===== src/rtl/ttf_pkg.sv =====
`timescale 1ns / 1ps
package ttf_pkg;

  localparam int CW   = 32;
  localparam int FRAC = 16;
  localparam int DW   = CW + 1;
  localparam int PW   = 2 * DW;
  localparam int SW   = PW + 1;
  localparam int NW   = SW + FRAC + 2;
  localparam int QW   = CW + 1;
  localparam int RW   = SW + 1;
  localparam int NCOMP = 6;

  typedef logic signed [DW-1:0] dlt_t;

  typedef struct packed {
    dlt_t           du1;
    dlt_t           dv1;
    dlt_t           du2;
    dlt_t           dv2;
    dlt_t [2:0]     e1;
    dlt_t [2:0]     e2;
  } tri_job_t;

  typedef enum logic [2:0] {
    B_IDLE,
    B_MUL1,
    B_MUL2,
    B_SUB,
    B_DIV0,
    B_DIV,
    B_RES,
    B_FIN
  } back_state_e;

endpackage


===== src/rtl/ttf_queue.sv =====
`timescale 1ns / 1ps
module ttf_queue (
  input  logic               clk_i,
  input  logic               rst_ni,
  input  logic               push_i,
  input  ttf_pkg::tri_job_t  push_data_i,
  output logic               full_o,
  input  logic               pop_i,
  output logic               empty_o,
  output ttf_pkg::tri_job_t  head_o
);
  import ttf_pkg::*;

  tri_job_t   mem_q [2];
  logic       wr_q, rd_q;
  logic [1:0] cnt_q;

  assign full_o  = cnt_q == 2'd2;
  assign empty_o = cnt_q == 2'd0;
  assign head_o  = mem_q[rd_q];

  always_ff @(posedge clk_i) begin
    if (push_i) mem_q[wr_q] <= push_data_i;
  end

  always_ff @(posedge clk_i or negedge rst_ni) begin
    if (!rst_ni) begin
      wr_q  <= 1'b0;
      rd_q  <= 1'b0;
      cnt_q <= 2'd0;
    end else begin
      if (push_i) wr_q <= ~wr_q;
      if (pop_i)  rd_q <= ~rd_q;
      cnt_q <= cnt_q + 2'(push_i) - 2'(pop_i);
    end
  end

  a_no_overflow: assert property (@(posedge clk_i) disable iff (!rst_ni)
    full_o |-> !push_i) else $error("queue push while full");
  a_no_underflow: assert property (@(posedge clk_i) disable iff (!rst_ni)
    empty_o |-> !pop_i) else $error("queue pop while empty");

endmodule


===== config.mk =====
export PLATFORM = sky130hd
export DESIGN_NAME = ttf_queue
export DESIGN_NICKNAME = d
export VERILOG_FILES = /design/src/rtl/ttf_pkg.sv /design/src/rtl/ttf_queue.sv
export SDC_FILE = /design/constraint.sdc
export NUM_CORES = 1
export LEC_CHECK = 0
export BUFFER_PORTS_ARGS = -buffer_cell sky130_fd_sc_hd__buf_4
export CORE_AREA = 2 2 263 265
export CTS_CLUSTER_DIAMETER = 200
export DETAILED_ROUTE_END_ITERATION = 8
export DIE_AREA = 0 0 265 267
export PLACE_DENSITY = 0.68
export SLEW_MARGIN = 10
export SYNTH_ARGS = -nofsm -noshare
export SYNTH_HDL_FRONTEND = slang
export SYNTH_SLANG_ARGS = --single-unit
export TNS_END_PERCENT = 1

===== constraint.sdc =====
create_clock -name clk_i -period 44.3 [get_ports clk_i]
set_input_delay 6.645 -clock clk_i [delete_from_list [all_inputs] [get_ports clk_i]]
set_output_delay 6.645 -clock clk_i [all_outputs]
set_load 0.01 [all_outputs]

Word-level counts from Yosys, hierarchy flattened
Memories as Yosys holds them, arrays and structs flattened.
Cells that the tools add are included.
- add/sub/neg operators: 2
- equal/unequal tests: 1
- multiplexer cells: 2
- bitwise operators: 2
- reductions and logical operators: 1
- operators by type and width (kind ; count):
    $add 2x1->2 ; 1
    $eq 2x2->1 const B ; 1
    $logic_not 2->1 ; 1
    $mux 1 ; 2
    $not 1->1 ; 2
    $sub 2x1->2 ; 1
- bits in registers: 4
- RAM bits: 660
- input bits: 334
- output and inout port bits: 332
- word-level logic and storage cells: 12
- memories: 1
- memories (memory ; depth ; bits a word ; rd ports ; clocked after memory_dff ; write ports ; RTL line ; RTL):
    mem_q ; 2 ; 330 ; 1 ; 0 ; 1 ; ttf_queue.sv:14 ; tri_job_t mem_q [2];

Longest topological paths before layout
- depth after elaboration: 2
- mapped depth: 5
- depth with buffers taken out: 5

Worst setup path before layout
No wires, ideal clock.
- path type: input-to-reg
- start point: input port push_i
- end point: memory mem_q[0][0] (netlist bit), enable pin
- library setup time: 1.068 ns
- data arrival time: 20.821 ns
- data required time: 43.232 ns
- setup slack: 22.411 ns
- stages on the path: 1
- cells stage by stage: nor2b_1
- longest elaborated chain between the ends: 2
- ends and longest elaborated chain (element ; RTL line ; RTL):
    start: declaration ; ttf_queue.sv:5 ; input logic push_i,
    $mux 1 ; ttf_queue.sv:23 ; if (push_i) mem_q[wr_q] <= push_data_i;
    $mux 1 (implied by the code) ; ttf_queue.sv:23 ;
    end: declaration ; ttf_queue.sv:14 ;
No other way between the ends.

==> impl_results.md <==
- Setup TNS: 0 ns
- First-pass GRT wire length: 80900 µm
- WP buf/inv: 3
- Cell area after synthesis: 25300 µm²
- Gr usage total: 0.153
- Vias in the first global route: 13200
- I/O pin count: 666
- Worst slew pin tran: 1.12 ns
- Routed len/inst: 21.2 µm
- Final hold viol count: 0
- Number of gates resized after CTS: 0
- Crit. Startpoint: rd_q
- Worst Slack Setup Final: 33.73 ns
- Die width: 265 µm
- Gate Count Post-Synth: 1042
- Die Height: 267 µm
- Crit Path Max Fanout: 111
- Top routing layer in use: met5
- Nets: 2092
- Crit. End Element: output port
- Initial detailed-routing violation count: 763
- Share of the synthesized area in the top cell type: 0.782
- Vias: 12400
- Core Box Area: 68000 µm²
- Root Buffer Master: clkbuf_16
- Metal2 WL: 30400 µm
- Fin. max-slew vios: 0
- Setup Slack @ Placement: 34.38 ns
- Area share of fa/ha/maj cells after synthesis: 0.000988
- Synth warn: 0
- Post-Synthesis Net Count: 1378
- Num CTS Buffers: 72
- Post-Route WL: 57100 µm
- Critical Path AT: 3.93 ns
- Clock sink count: 664
- Worst-case headroom to the max-slew limit: 0.256
- Most frequent cells in the layout: buf_4, edfxtp_1, mux2_4, clkbuf_16, mux2_2
- Sequential area share after synthesis: 0.786
- Final setup viols: 0
- Routed Antenna Nets: 0
- Port Buffer Count: 665
- Synth Area in XOR/XNOR: 0.00163
- CP Launch Type: register
- RSZ-0062 raised after global routing: no
- Main combinational cell family by area after synthesis: multiplexers
- Layout overhead on the synthesized area: 31.2%
- Final GP Congestion: 0.791
- DRC viols: 0
- Antenna violations before repair: 7
- Worst-Skew Late Latency: 0.59 ns
- Layout cells sized above 1: 0.611
- Bufs on Longest Clock Path: 3
- Area leader, netlist: edfxtp_1
- Fin crit share: 0.239
- Worst-path clk slew: 0.06 ns
- Power Density: 64.9 nW/µm²
- Starting Density: 0.373
- Die area: 70800 µm²
- Critical path cell sequence: buf_12 -> buf_12 -> mux2_4 -> buf_4
- H-tree depth: 3
- Number of synthesized register bits: 664
- Post-Syn Area per Cell: 24.3 µm²
- CP Data Required Time: 37.65 ns
- Commonest non-fill, non-tap cell in the layout: buf_4
- First-pass DRT Iterations: 4
- Worst Setup Path Type: reg2out
- Worst R2R Start: wr_q
- Met3 WL: 4770 µm
- Fmax: 94.6 MHz
- Cell leakage power: 13.2 nW
- Simple-Gate Fraction of Synth Area: 0.000889
- # hold bufs at CTS: 0
- Mux contribution to synthesized area: 0.190
- Crit path depth: 4
- Vias per cell: 4.61
- TritonCTS clock tree: built
- Maximum VDD drop: 0.0614 mV
- Worst hold start: wr_q
- Rows: 96
- Slowest stage delay, CP: 1.07 ns
- Fin Clk Skew: 0.0211 ns
- Synth area leaders: edfxtp_1, mux2_4, buf_8, mux2_2, dfrtp_1
- CP most frequent cell: buf_12
- Cell depth of the worst flop-to-flop path: 3
- Library cells used by synthesis: 15
- Kind of cell adding the most delay to the critical path: buffers and inverters
- Max-cap viol count: 0
- WL met1: 20300 µm
- Total gr overflow: 0
- Hold Path Class: reg2reg
- Hold Crit Depth: 1
- Slowest cell on the critical path: dfrtp_4
- Detailed Place HPWL: 39200 µm
- Largest net degree at the start of global routing: 112
- Minimum clock period: 10.57 ns
- Outcome: completed
- Post-CTS Setup Repair Bufs: 0
- Synth Area in Compound Gates: 0
==> state kept, by name, summed over array words and instances (netlist names) <==
register and flops:
cnt_q 2, rd_q 1, mem_q 660, wr_q 1
==> cells by family after synthesis <==
kind of cell	after synthesis
xor+xnor	3
fa+ha+maj	2
buf+inv	39
flops	664
mux	330
simple gates	4
==> worst paths after layout <==
check	slack, ns	to
max in group asynchronous	38.35	rd_q
setup / recovery	33.73	head_o[182]
hold reg to reg	0.55	wr_q
min in group asynchronous	5.84	cnt_q[0]
setup reg to reg	40.80	mem_q[1][102]
hold / removal	0.55	wr_q
==> layer usage <==
metal | track usage | up-vias
met4 | 0.0606 | 8
met1 | 0.165 | 6233
li1 | - | 5597
met3 | 0.0542 | 106
met5 | 0 | -
met2 | 0.275 | 457
==> power by group <==
group	switching, W	internal (W)
clock	0.000235	0.000323
sequential	0.0000408	0.000835
combinational	0.000332	0.000390
==> synth_stat cells <==
cell / n
inv_1: 2
edfxtp_1: 660
nor2_1: 1
mux2_2: 40
dfrtp_1: 4
buf_6: 1
nor2b_1: 2
buf_12: 1
buf_8: 31
ha_1: 2
mux2_4: 290
xor3_1: 1
xor2_1: 2
buf_2: 4
and2_1: 1
==> through the flow <==
stage               cell area, µm²  instances  total power (W)  hold slack, ns  utilization
floorplan                    25300       1042          0.00139           0.455            -
global placement             31000       2564          0.00161           0.532        0.457
detailed placement           31000       2564          0.00162           0.541        0.457
CTS                          33200       2686          0.00219           0.553        0.489
global route                 33200       2688          0.00225           0.585        0.489
finish                       33200       2690          0.00216           0.553        0.489
==> cell type report <==
class                   count  area, µm²
fillers                  5575      34700
flip-flops and latches    664      19900
repair buffers            677       5110
multi-input cells         339       4900
clock buffers              86       1850
well taps                 882       1100
clock inverters            36        339
diodes                      4       10.0
inverters                   2       7.51
No activity file was read; power rests on OpenSTA's default activity.
