--- src/rtl/ttf_pkg.sv ---
`timescale 1ns / 1ps
package ttf_pkg;

  localparam int CW   = 32;
  localparam int FRAC = 16;
  localparam int DW   = CW + 1;
  localparam int PW   = 2 * DW;
  localparam int SW   = PW + 1;
  localparam int NW   = SW + FRAC + 2;
  localparam int QW   = CW + 1;
  localparam int RW   = SW + 1;
  localparam int NCOMP = 6;

  typedef logic signed [DW-1:0] dlt_t;

  typedef struct packed {
    dlt_t           du1;
    dlt_t           dv1;
    dlt_t           du2;
    dlt_t           dv2;
    dlt_t [2:0]     e1;
    dlt_t [2:0]     e2;
  } tri_job_t;

  typedef enum logic [2:0] {
    B_IDLE,
    B_MUL1,
    B_MUL2,
    B_SUB,
    B_DIV0,
    B_DIV,
    B_RES,
    B_FIN
  } back_state_e;

endpackage

--- src/rtl/ttf_front.sv ---
`timescale 1ns / 1ps
module ttf_front (
  input  logic                            clk_i,
  input  logic                            rst_ni,
  input  logic                            in_valid_i,
  output logic                            in_stall_o,
  input  logic signed [ttf_pkg::CW-1:0]   pos_x_i,
  input  logic signed [ttf_pkg::CW-1:0]   pos_y_i,
  input  logic signed [ttf_pkg::CW-1:0]   pos_z_i,
  input  logic signed [ttf_pkg::CW-1:0]   tex_u_i,
  input  logic signed [ttf_pkg::CW-1:0]   tex_v_i,
  input  logic                            q_full_i,
  output logic                            push_o,
  output ttf_pkg::tri_job_t               push_data_o
);
  import ttf_pkg::*;

  logic [1:0]                 count_q, count_d;
  logic signed [CW-1:0]       p0_q [3];
  logic signed [CW-1:0]       p1_q [3];
  logic signed [CW-1:0]       uv0_q [2];
  logic signed [CW-1:0]       uv1_q [2];
  logic signed [CW-1:0]       p_in [3];
  logic                       acc;

  assign p_in[0] = pos_x_i;
  assign p_in[1] = pos_y_i;
  assign p_in[2] = pos_z_i;

  assign in_stall_o = (count_q == 2'd2) && q_full_i;
  assign acc        = in_valid_i && !in_stall_o;
  assign push_o     = acc && (count_q == 2'd2);

  always_comb begin
    count_d = count_q;
    if (acc) begin
      case (count_q)
        2'd1:    count_d = 2'd2;
        2'd2:    count_d = 2'd0;
        default: count_d = 2'd1;
      endcase
    end
  end

  always_comb begin
    push_data_o.du1 = DW'(uv1_q[0]) - DW'(uv0_q[0]);
    push_data_o.dv1 = DW'(uv1_q[1]) - DW'(uv0_q[1]);
    push_data_o.du2 = DW'(tex_u_i) - DW'(uv0_q[0]);
    push_data_o.dv2 = DW'(tex_v_i) - DW'(uv0_q[1]);
    for (int i = 0; i < 3; i++) begin
      push_data_o.e1[i] = DW'(p1_q[i]) - DW'(p0_q[i]);
      push_data_o.e2[i] = DW'(p_in[i]) - DW'(p0_q[i]);
    end
  end

  always_ff @(posedge clk_i or negedge rst_ni) begin
    if (!rst_ni) begin
      count_q <= 2'd0;
    end else begin
      count_q <= count_d;
    end
  end

  always_ff @(posedge clk_i) begin
    if (acc && count_q == 2'd1) begin
      for (int i = 0; i < 3; i++) p1_q[i] <= p_in[i];
      uv1_q[0] <= tex_u_i;
      uv1_q[1] <= tex_v_i;
    end else if (acc && count_q != 2'd2) begin
      for (int i = 0; i < 3; i++) p0_q[i] <= p_in[i];
      uv0_q[0] <= tex_u_i;
      uv0_q[1] <= tex_v_i;
    end
  end

endmodule

--- config.mk ---
export PLATFORM = sky130hd
export DESIGN_NAME = ttf_front
export DESIGN_NICKNAME = d
export VERILOG_FILES = /design/src/rtl/ttf_pkg.sv /design/src/rtl/ttf_front.sv
export SDC_FILE = /design/constraint.sdc
export NUM_CORES = 1
export LEC_CHECK = 0
export BUFFER_PORTS_ARGS = -buffer_cell sky130_fd_sc_hd__clkbuf_2
export CAP_MARGIN = 30
export CORE_UTILIZATION = 52
export DETAILED_ROUTE_END_ITERATION = 6
export PLACE_DENSITY_LB_ADDON = 0.25
export SLEW_MARGIN = 10
export SYNTH_ARGS = -nofsm -noshare
export SYNTH_HDL_FRONTEND = slang
export SYNTH_SLANG_ARGS = --single-unit
--- constraint.sdc ---
create_clock -name clk_i -period 13.1 [get_ports clk_i]
set_clock_uncertainty 0.15 [all_clocks]
set_input_delay 1.31 -clock clk_i [delete_from_list [all_inputs] [get_ports clk_i]]
set_output_delay 1.31 -clock clk_i [all_outputs]
set_load 0.05 [all_outputs]
After elaboration in Yosys (flattened, before gate mapping)
Memories as Yosys holds them, arrays and structs flattened.
Cells that the tools add are included.
- bits in registers: 2
- latch bits: 0
- memory bits (writable): 320
- bits in read-only memories: 0
- input port bits: 164
- output and inout bits: 332
- logic and storage cells: 30
- memories kept: 4
- memories (memory ; depth ; width ; rd ports ; clocked after memory_dff ; write ports ; RTL line ; text):
    p0_q ; 3 ; 32 ; 3 ; 0 ; 3 ; ttf_front.sv:19 ; logic signed [CW-1:0] p0_q [3];
    p1_q ; 3 ; 32 ; 3 ; 0 ; 3 ; ttf_front.sv:20 ; logic signed [CW-1:0] p1_q [3];
    uv0_q ; 2 ; 32 ; 2 ; 0 ; 2 ; ttf_front.sv:21 ; logic signed [CW-1:0] uv0_q [2];
    uv1_q ; 2 ; 32 ; 2 ; 0 ; 2 ; ttf_front.sv:22 ; logic signed [CW-1:0] uv1_q [2];
- add/sub/neg operators: 10
- multipliers: 0
- div/mod/pow operators: 0
- magnitude comparators: 0
- eq/ne operators: 3
- shift-type cells: 0
- multiplexer cells: 6
- bitwise operators: 0
- reductions and logical operators: 6
- operator list (kind ; number):
    subtractor 32 x 32 -> 33 bit ; 10
    logical AND 1 bit ; 5
    two-way mux 1 bit ; 5
    case mux 2 bit (2 select lines) ; 1
    equality test 2 x 1 -> 1 bit (second input constant) ; 1
    equality test 2 bit (second input constant) ; 1
    != test 2 bit (second input constant) ; 1
    zero test 1 bit ; 1

Longest topological paths before layout
Gate-level depths: netlist of run 1.
- word-level depth: 8
- gate-level depth with buffers: 14

Least setup slack after synthesis of run 1
Ideal clock, no wire load.
- kind: in2reg
- start point: in in_valid_i
- end point: mem p0_q[0][0], enable pin
- data arrival time: 12.725 ns
- setup slack: -0.682 ns
- stages on the path: 1
- cells stage by stage: nor3b_1
- RTL lines (element ; RTL line ; text):
    start: declaration ; ttf_front.sv:5 ; input logic in_valid_i,
    end: declaration ; ttf_front.sv:19 ;

==> run_results.csv, run 1 <==
group,metric,value,unit
critical_path,cp.arrival,4.87,ns
global_route,grt_util_met2,44.4,%
drt,drtPass1Iterations,6,
global_route,globalRouteMet1Util,34.2,%
logic_synthesis,synth_flop_cell,"edfxtp_1",
timing,rsz0062_at_grt,"false",
critical_path,r2r_start,"count_q[0]",
floorplan,die_x,223,um
critical_path,crit_chain,"clkbuf_2 > inv_1 > ha_1 > fa_1 > nand2b_1 > a21boi_0 > o21ai_0 > a211oi_1 > nor3_1 > o31a_1 > o21ai_0 > and2_1 > o41ai_2 > o21ai_0 > xnor2_1 > clkbuf_2",
global_route,grt_util_met3,6.11,%
global_route,grt_max_degree,161,
logic_synthesis,syn_inst,2597,
logic_synthesis,async_flop_share,0.621,%
timing,setup-tns-final,0,ns
timing,fmax,0.158,GHz
floorplan,initial_core_util,53.0,%
timing,worst_slew_pin_slew,1.05,ns
timing,slew_headroom,29.8,%
global_route,grt_use_total,27.2,%
critical_path,crit_path_start_kind,"input pin",
critical_path,cpPeakStageDelay,0.42,ns
timing,hold_viol,0,
critical_path,reg2regPathDepth,8,
floorplan,die-area,49900,sq um
critical_path,cp_slowest_cell,"a211oi_1",
clock_tree,path_clk_slew,0.06,ns
clock_tree,cts_resized,0,
clock_tree,clk-insertion-delay-late,0.55,ns
critical_path,crit_family,"compound AO/OA/AOI/OAI gates",
global_route,grt_pass1_wl,108000,um
clock_tree,h-tree-depth,2,
timing,finalSetupViolCount,0,
timing,layout_min_cycle_time,6.33,ns
logic_synthesis,yosysWarnings,0,
critical_path,reg2reg_slack,9.40,ns
global_route,grt-busiest-layer,"met2",
critical_path,path_class,"in2out",
floorplan,core-area,48000,sq um
logic_synthesis,ys_seq_elements,322,
drt,wl_per_cell,18.6,um
drt,post-route-drc-count,0,
critical_path,path_buf_inv,3,
global_route,antenna_found_initial,15,
floorplan,io-pin-count,496,
clock_tree,cts.sinks,322,
logic_synthesis,ys_seq_area_share,37.9,%
critical_path,cp_data_required_time,11.64,ns
floorplan,die_y,223,um
global_route,grt_pass1_vias,20600,
layout,areaGrowthSynthToFinish,17.9,%
placed_design,gp_congestion,0.949,
placed_design,port_buffers,495,
logic_synthesis,yosysUniqueCellTypes,79,
logic_synthesis,synth_edf_count,320,
clock_tree,postCtsSetupBuffers,0,
logic_synthesis,syn_nets,3093,
critical_path,cp-end-kind,"output pin",
layout,final_cell_mix,"clkbuf_2 (495), ha_1 (322), edfxtp_1 (320)",
drt,antenna_left,0,
placed_design,hpwl,55500,um
global_route,overflow,0,
layout,num-nets-final,3607,
layout,final_util,62.5,%
clock_tree,cts_root_buffer,"clkbuf_16",
status,outcome,"finished, final reports clean",
layout,layout-drive-gt1-share,19.0,%
hold_path,min_path_type,"in2async",
drt,first_iter_violations,1239,
timing,final_max_slew_viol_count,0,
drt,vias_per_cell,5.73,
drt,routed_wl,70100,um
floorplan,num_rows,80,
layout,final_common_cell,"clkbuf_2",
clock_tree,cts_buffer_depth,3,
run,cap_viol_max_count,0,
clock_tree,postCtsHoldBufs,0,
clock_tree,cts_inserted_buffers,40,
clock_tree,cts_tree,"yes",
critical_path,path_common_cell,"o21ai_0",
logic_synthesis,postSynthAreaPerCell,9.81,sq um
timing,finalCritPeriodShare,48.4,%
critical_path,crit_fanout,3,
logic_synthesis,synthesis.area,25500,sq um
timing,timing.hold.ws,0.380,ns
drt,vias,21600,
critical_path,worstReg2RegEnd,"p1_q[0][69]",
==> synth_stat cells, drive strengths merged, types with 28 or more instances <==
| cell | n | area [sq um] |
|---|---|---|
| nand4 | 28 | 175 |
| ha | 322 | 4030 |
| nor2b | 56 | 350 |
| o21bai | 34 | 259 |
| nand3 | 55 | 275 |
| inv | 263 | 987 |
| nand2b | 42 | 263 |
| a21o | 159 | 1190 |
| xor2 | 80 | 701 |
| a21oi | 257 | 1290 |
| nor2 | 149 | 562 |
| nand2 | 127 | 477 |
| o21a | 47 | 353 |
| xnor2 | 190 | 1660 |
| o21ai | 131 | 663 |
| and3 | 31 | 194 |
| edfxtp | 320 | 9610 |
| nor3 | 31 | 155 |
==> registers in the layout, indices dropped and copies added (netlist names) <==
| register | count |
|---|---|
| p0_q | 96 |
| count_q | 2 |
| p1_q | 96 |
| uv1_q | 64 |
| uv0_q | 64 |
==> worst register-to-register path, stage by stage (launching register included) <==
cell and delay (ns):
dfrtp_1 0.36, inv_1 0.06, ha_1 0.25, and2_1 0.17
nor2b_1 0.22, and2_4 0.64, buf_4 0.44, buf_16 0.33
buf_4 0.66
==> logic make-up after synthesis <==
family	Yosys count	share of synthesized area, %
AND/OR/NAND/NOR	580	11.3
XOR/XNOR	270	9.29
AO/OA/AOI/OAI	803	20.6
adder cells (fa/ha/maj)	332	16.6
buffers and inverters	290	4.27
flip-flops	322	37.9
==> worst max-delay path by stage <==
stage                from          endpoint  cells past startpoint
2_1_floorplan  in_valid_i        p0_q[0][0]                      1
3_3_place_gp   tex_v_i[0]  push_data_o[228]                     16
3_5_place_dp   tex_v_i[0]  push_data_o[228]                     16
4_1_cts        tex_v_i[0]  push_data_o[228]                     16
5_1_grt        tex_v_i[0]  push_data_o[228]                     16
6_report       tex_u_i[0]  push_data_o[261]                     16
==> per-layer routing <==
metal / up-vias / wire [um]
met4: 6 / 3280
met2: 699 / 32200
met3: 155 / 4710
li1: 10600 / -
met1: 10200 / 29800
met5: - / 45
==> stage by stage <==
stage / instance area, sq um / setup slack [ns] / std cells
6_report: 30000 / 6.77 / 3768
5_1_grt: 30000 / 6.48 / 3766
4_1_cts: 30000 / 6.78 / 3755
3_3_place_gp: 28700 / 6.84 / 3683
3_5_place_dp: 28700 / 6.80 / 3683
2_1_floorplan: 25500 / 4.98 / 2597
==> final cells by class <==
type	instances	area, sq um
diodes	12	30.0
clock buffers	48	1050
clock inverters	24	246
fillers	3949	18000
inverters	263	987
multi-input cells	1985	14700
flip-flops and latches	322	9660
well taps	615	769
repair buffers	499	2540
Power of run 1 is not shown: default switching activity piles up to over one toggle a cycle in this logic, so the estimate is an artifact.
==> run 2, diff against run 1 <==
- clock period: 13.1 -> 5.25 ns (I/O delays scaled with it)
==> run 2 against run 1 <==
Against the previous run:
- setup slack got worse by 6.6 ns
- first-iteration DRC count decreased by 8.0%
- global-route usage increased by 0.14 points
- clock-buffer cell count decreased by 2
- final cell count increased by 1.6%
- core utilization increased by 1.5 points
- non-clock buffer count increased by 66
==> run_results.csv, run 2 (synthesis results as in run 1) <==
group,metric,value,unit
status,outcome,"finished, final reports clean",
global_route,overflow,0,
global_route,grt_pass1_vias,20900,
placed_design,gp_congestion,0.953,
drt,routed_wl,70300,um
critical_path,cp_data_required_time,4.58,ns
global_route,antenna_found_initial,11,
floorplan,initial_core_util,53.0,%
layout,final_common_cell,"clkbuf_2",
clock_tree,cts_root_buffer,"clkbuf_16",
floorplan,core-area,48000,sq um
critical_path,crit_fanout,3,
clock_tree,cts_buffer_depth,3,
floorplan,io-pin-count,496,
placed_design,pre_cts_slack,0.414,ns
hold_path,min_path_type,"in2reg",
floorplan,die-area,49900,sq um
global_route,grt_use_total,27.3,%
timing,worst_slew_pin_slew,1.00,ns
timing,finalWorstSetupSlack,0.186,ns
floorplan,num_rows,80,
clock_tree,cts_inserted_buffers,40,
critical_path,reg2reg_slack,2.50,ns
clock_tree,clk-insertion-delay-late,0.57,ns
drt,drtPass1Iterations,5,
drt,post-route-drc-count,0,
critical_path,reg2regPathDepth,6,
layout,final_cell_mix,"clkbuf_2 (491), ha_1 (320), edfxtp_1 (320)",
floorplan,die_y,223,um
timing,finalCritPeriodShare,96.5,%
critical_path,r2r_start,"count_q[0]",
critical_path,cp-end-kind,"output pin",
clock_tree,path_clk_slew,0.06,ns
layout,reg_top3,"p0_q (96), p1_q (96)",
timing,rsz0062_at_grt,"false",
clock_tree,cts_tree,"yes",
drt,first_iter_violations,1140,
hold_path,worstHoldStart,"tex_v_i[16]",
timing,setup-tns-final,0,ns
timing,hold_viol,0,
critical_path,path_class,"reg2out",
timing,slew_headroom,33.1,%
drt,vias,21800,
layout,num-nets-final,3673,
run,cap_viol_max_count,0,
clock_tree,h-tree-depth,2,
drt,antenna_left,0,
timing,final_max_slew_viol_count,0,
placed_design,hpwl,55500,um
hold_path,worstHoldEndpoint,"uv1_q[0][48]",
critical_path,crit_path_start_kind,"flip-flop",
timing,fmax,0.197,GHz
floorplan,die_x,223,um
layout,areaGrowthSynthToFinish,20.6,%
global_route,grt_pass1_wl,109000,um
drt,wl_per_cell,18.4,um
timing,layout_min_cycle_time,5.06,ns
hold_path,hold_depth,1,
clock_tree,cts.sinks,322,
global_route,grt_max_degree,161,
layout,layout-drive-gt1-share,19.0,%
critical_path,worstReg2RegEnd,"uv1_q[0][28]",
drt,vias_per_cell,5.68,
placed_design,port_buffers,495,
critical_path,cp.arrival,4.39,ns
timing,finalSetupViolCount,0,
clock_tree,postCtsSetupBuffers,0,
run 2: worst max-delay path by stage:
| stage | startpoint | endpoint | slack [ns] | cells past startpoint |
|---|---|---|---|---|
| finish | p1_q[0][32] | push_data_o[162] | 0.19 | 15 |
| global route | p0_q[0][64] | push_data_o[195] | 0.002 | 14 |
| CTS | uv0_q[0][32] | push_data_o[228] | 0.01 | 14 |
| detailed placement | tex_v_i[0] | push_data_o[228] | 0.41 | 16 |
| global placement | tex_v_i[0] | push_data_o[228] | 0.50 | 16 |
| floorplan | count_q[0] | p0_q[0][0] | 0.04 | 2 |
run 2: what timing repair did:
item | CTS | global route
resized for setup | 0 | 15
hold endpoints to repair | 122 | 0
hold buffers | 65 | 0
setup endpoints to repair | 0 | 13
run 2: layout make-up:
type	instances	area, sq um
clock buffer	46	1070
antenna	7	17.5
fill	3946	17300
multi-input combinational	1985	14800
clock inverter	27	244
inverter	263	987
sequential	322	9660
timing repair buffer	565	3200
tap	615	769
run 2: stage by stage:
| stage | util, % | hold WS (ns) | cell area [sq um] | std cells |
|---|---|---|---|---|
| final | 63.9 | 0.0282 | 30700 | 3830 |
| after global routing | 63.9 | 0.00940 | 30700 | 3830 |
| after CTS | 63.8 | 0.0000978 | 30700 | 3823 |
| after detailed placement | 59.7 | 0.163 | 28700 | 3685 |
| after global placement | 59.7 | 0.164 | 28700 | 3685 |
| after floorplan | - | 0.0794 | 25500 | 2597 |
run 2: layer usage:
metal	wire (um)	share of wire [%]	up-vias	GRT usage, %
li1	-	-	10700	-
met1	30300	43	10200	34.6
met2	32300	46	689	45.2
met3	4580	6.5	170	5.93
met4	3080	4.4	8	11.5
met5	60	0.085	-	0
run 2: critical path, stage by stage, from the launching register on:
cell and delay, ns:
edfxtp_1 0.36, inv_1 0.06, ha_1 0.19, fa_1 0.23, nor2b_1 0.07, o31a_1 0.27
nor4_1 0.39, o21ai_1 0.23, o41ai_2 0.51, o21ai_1 0.26, a21bo_2 0.26, a21oi_2 0.21
o21bai_1 0.10, a21oi_1 0.18, xnor2_1 0.14, clkbuf_2 0.33
Power of run 2 is left out for the same reason.
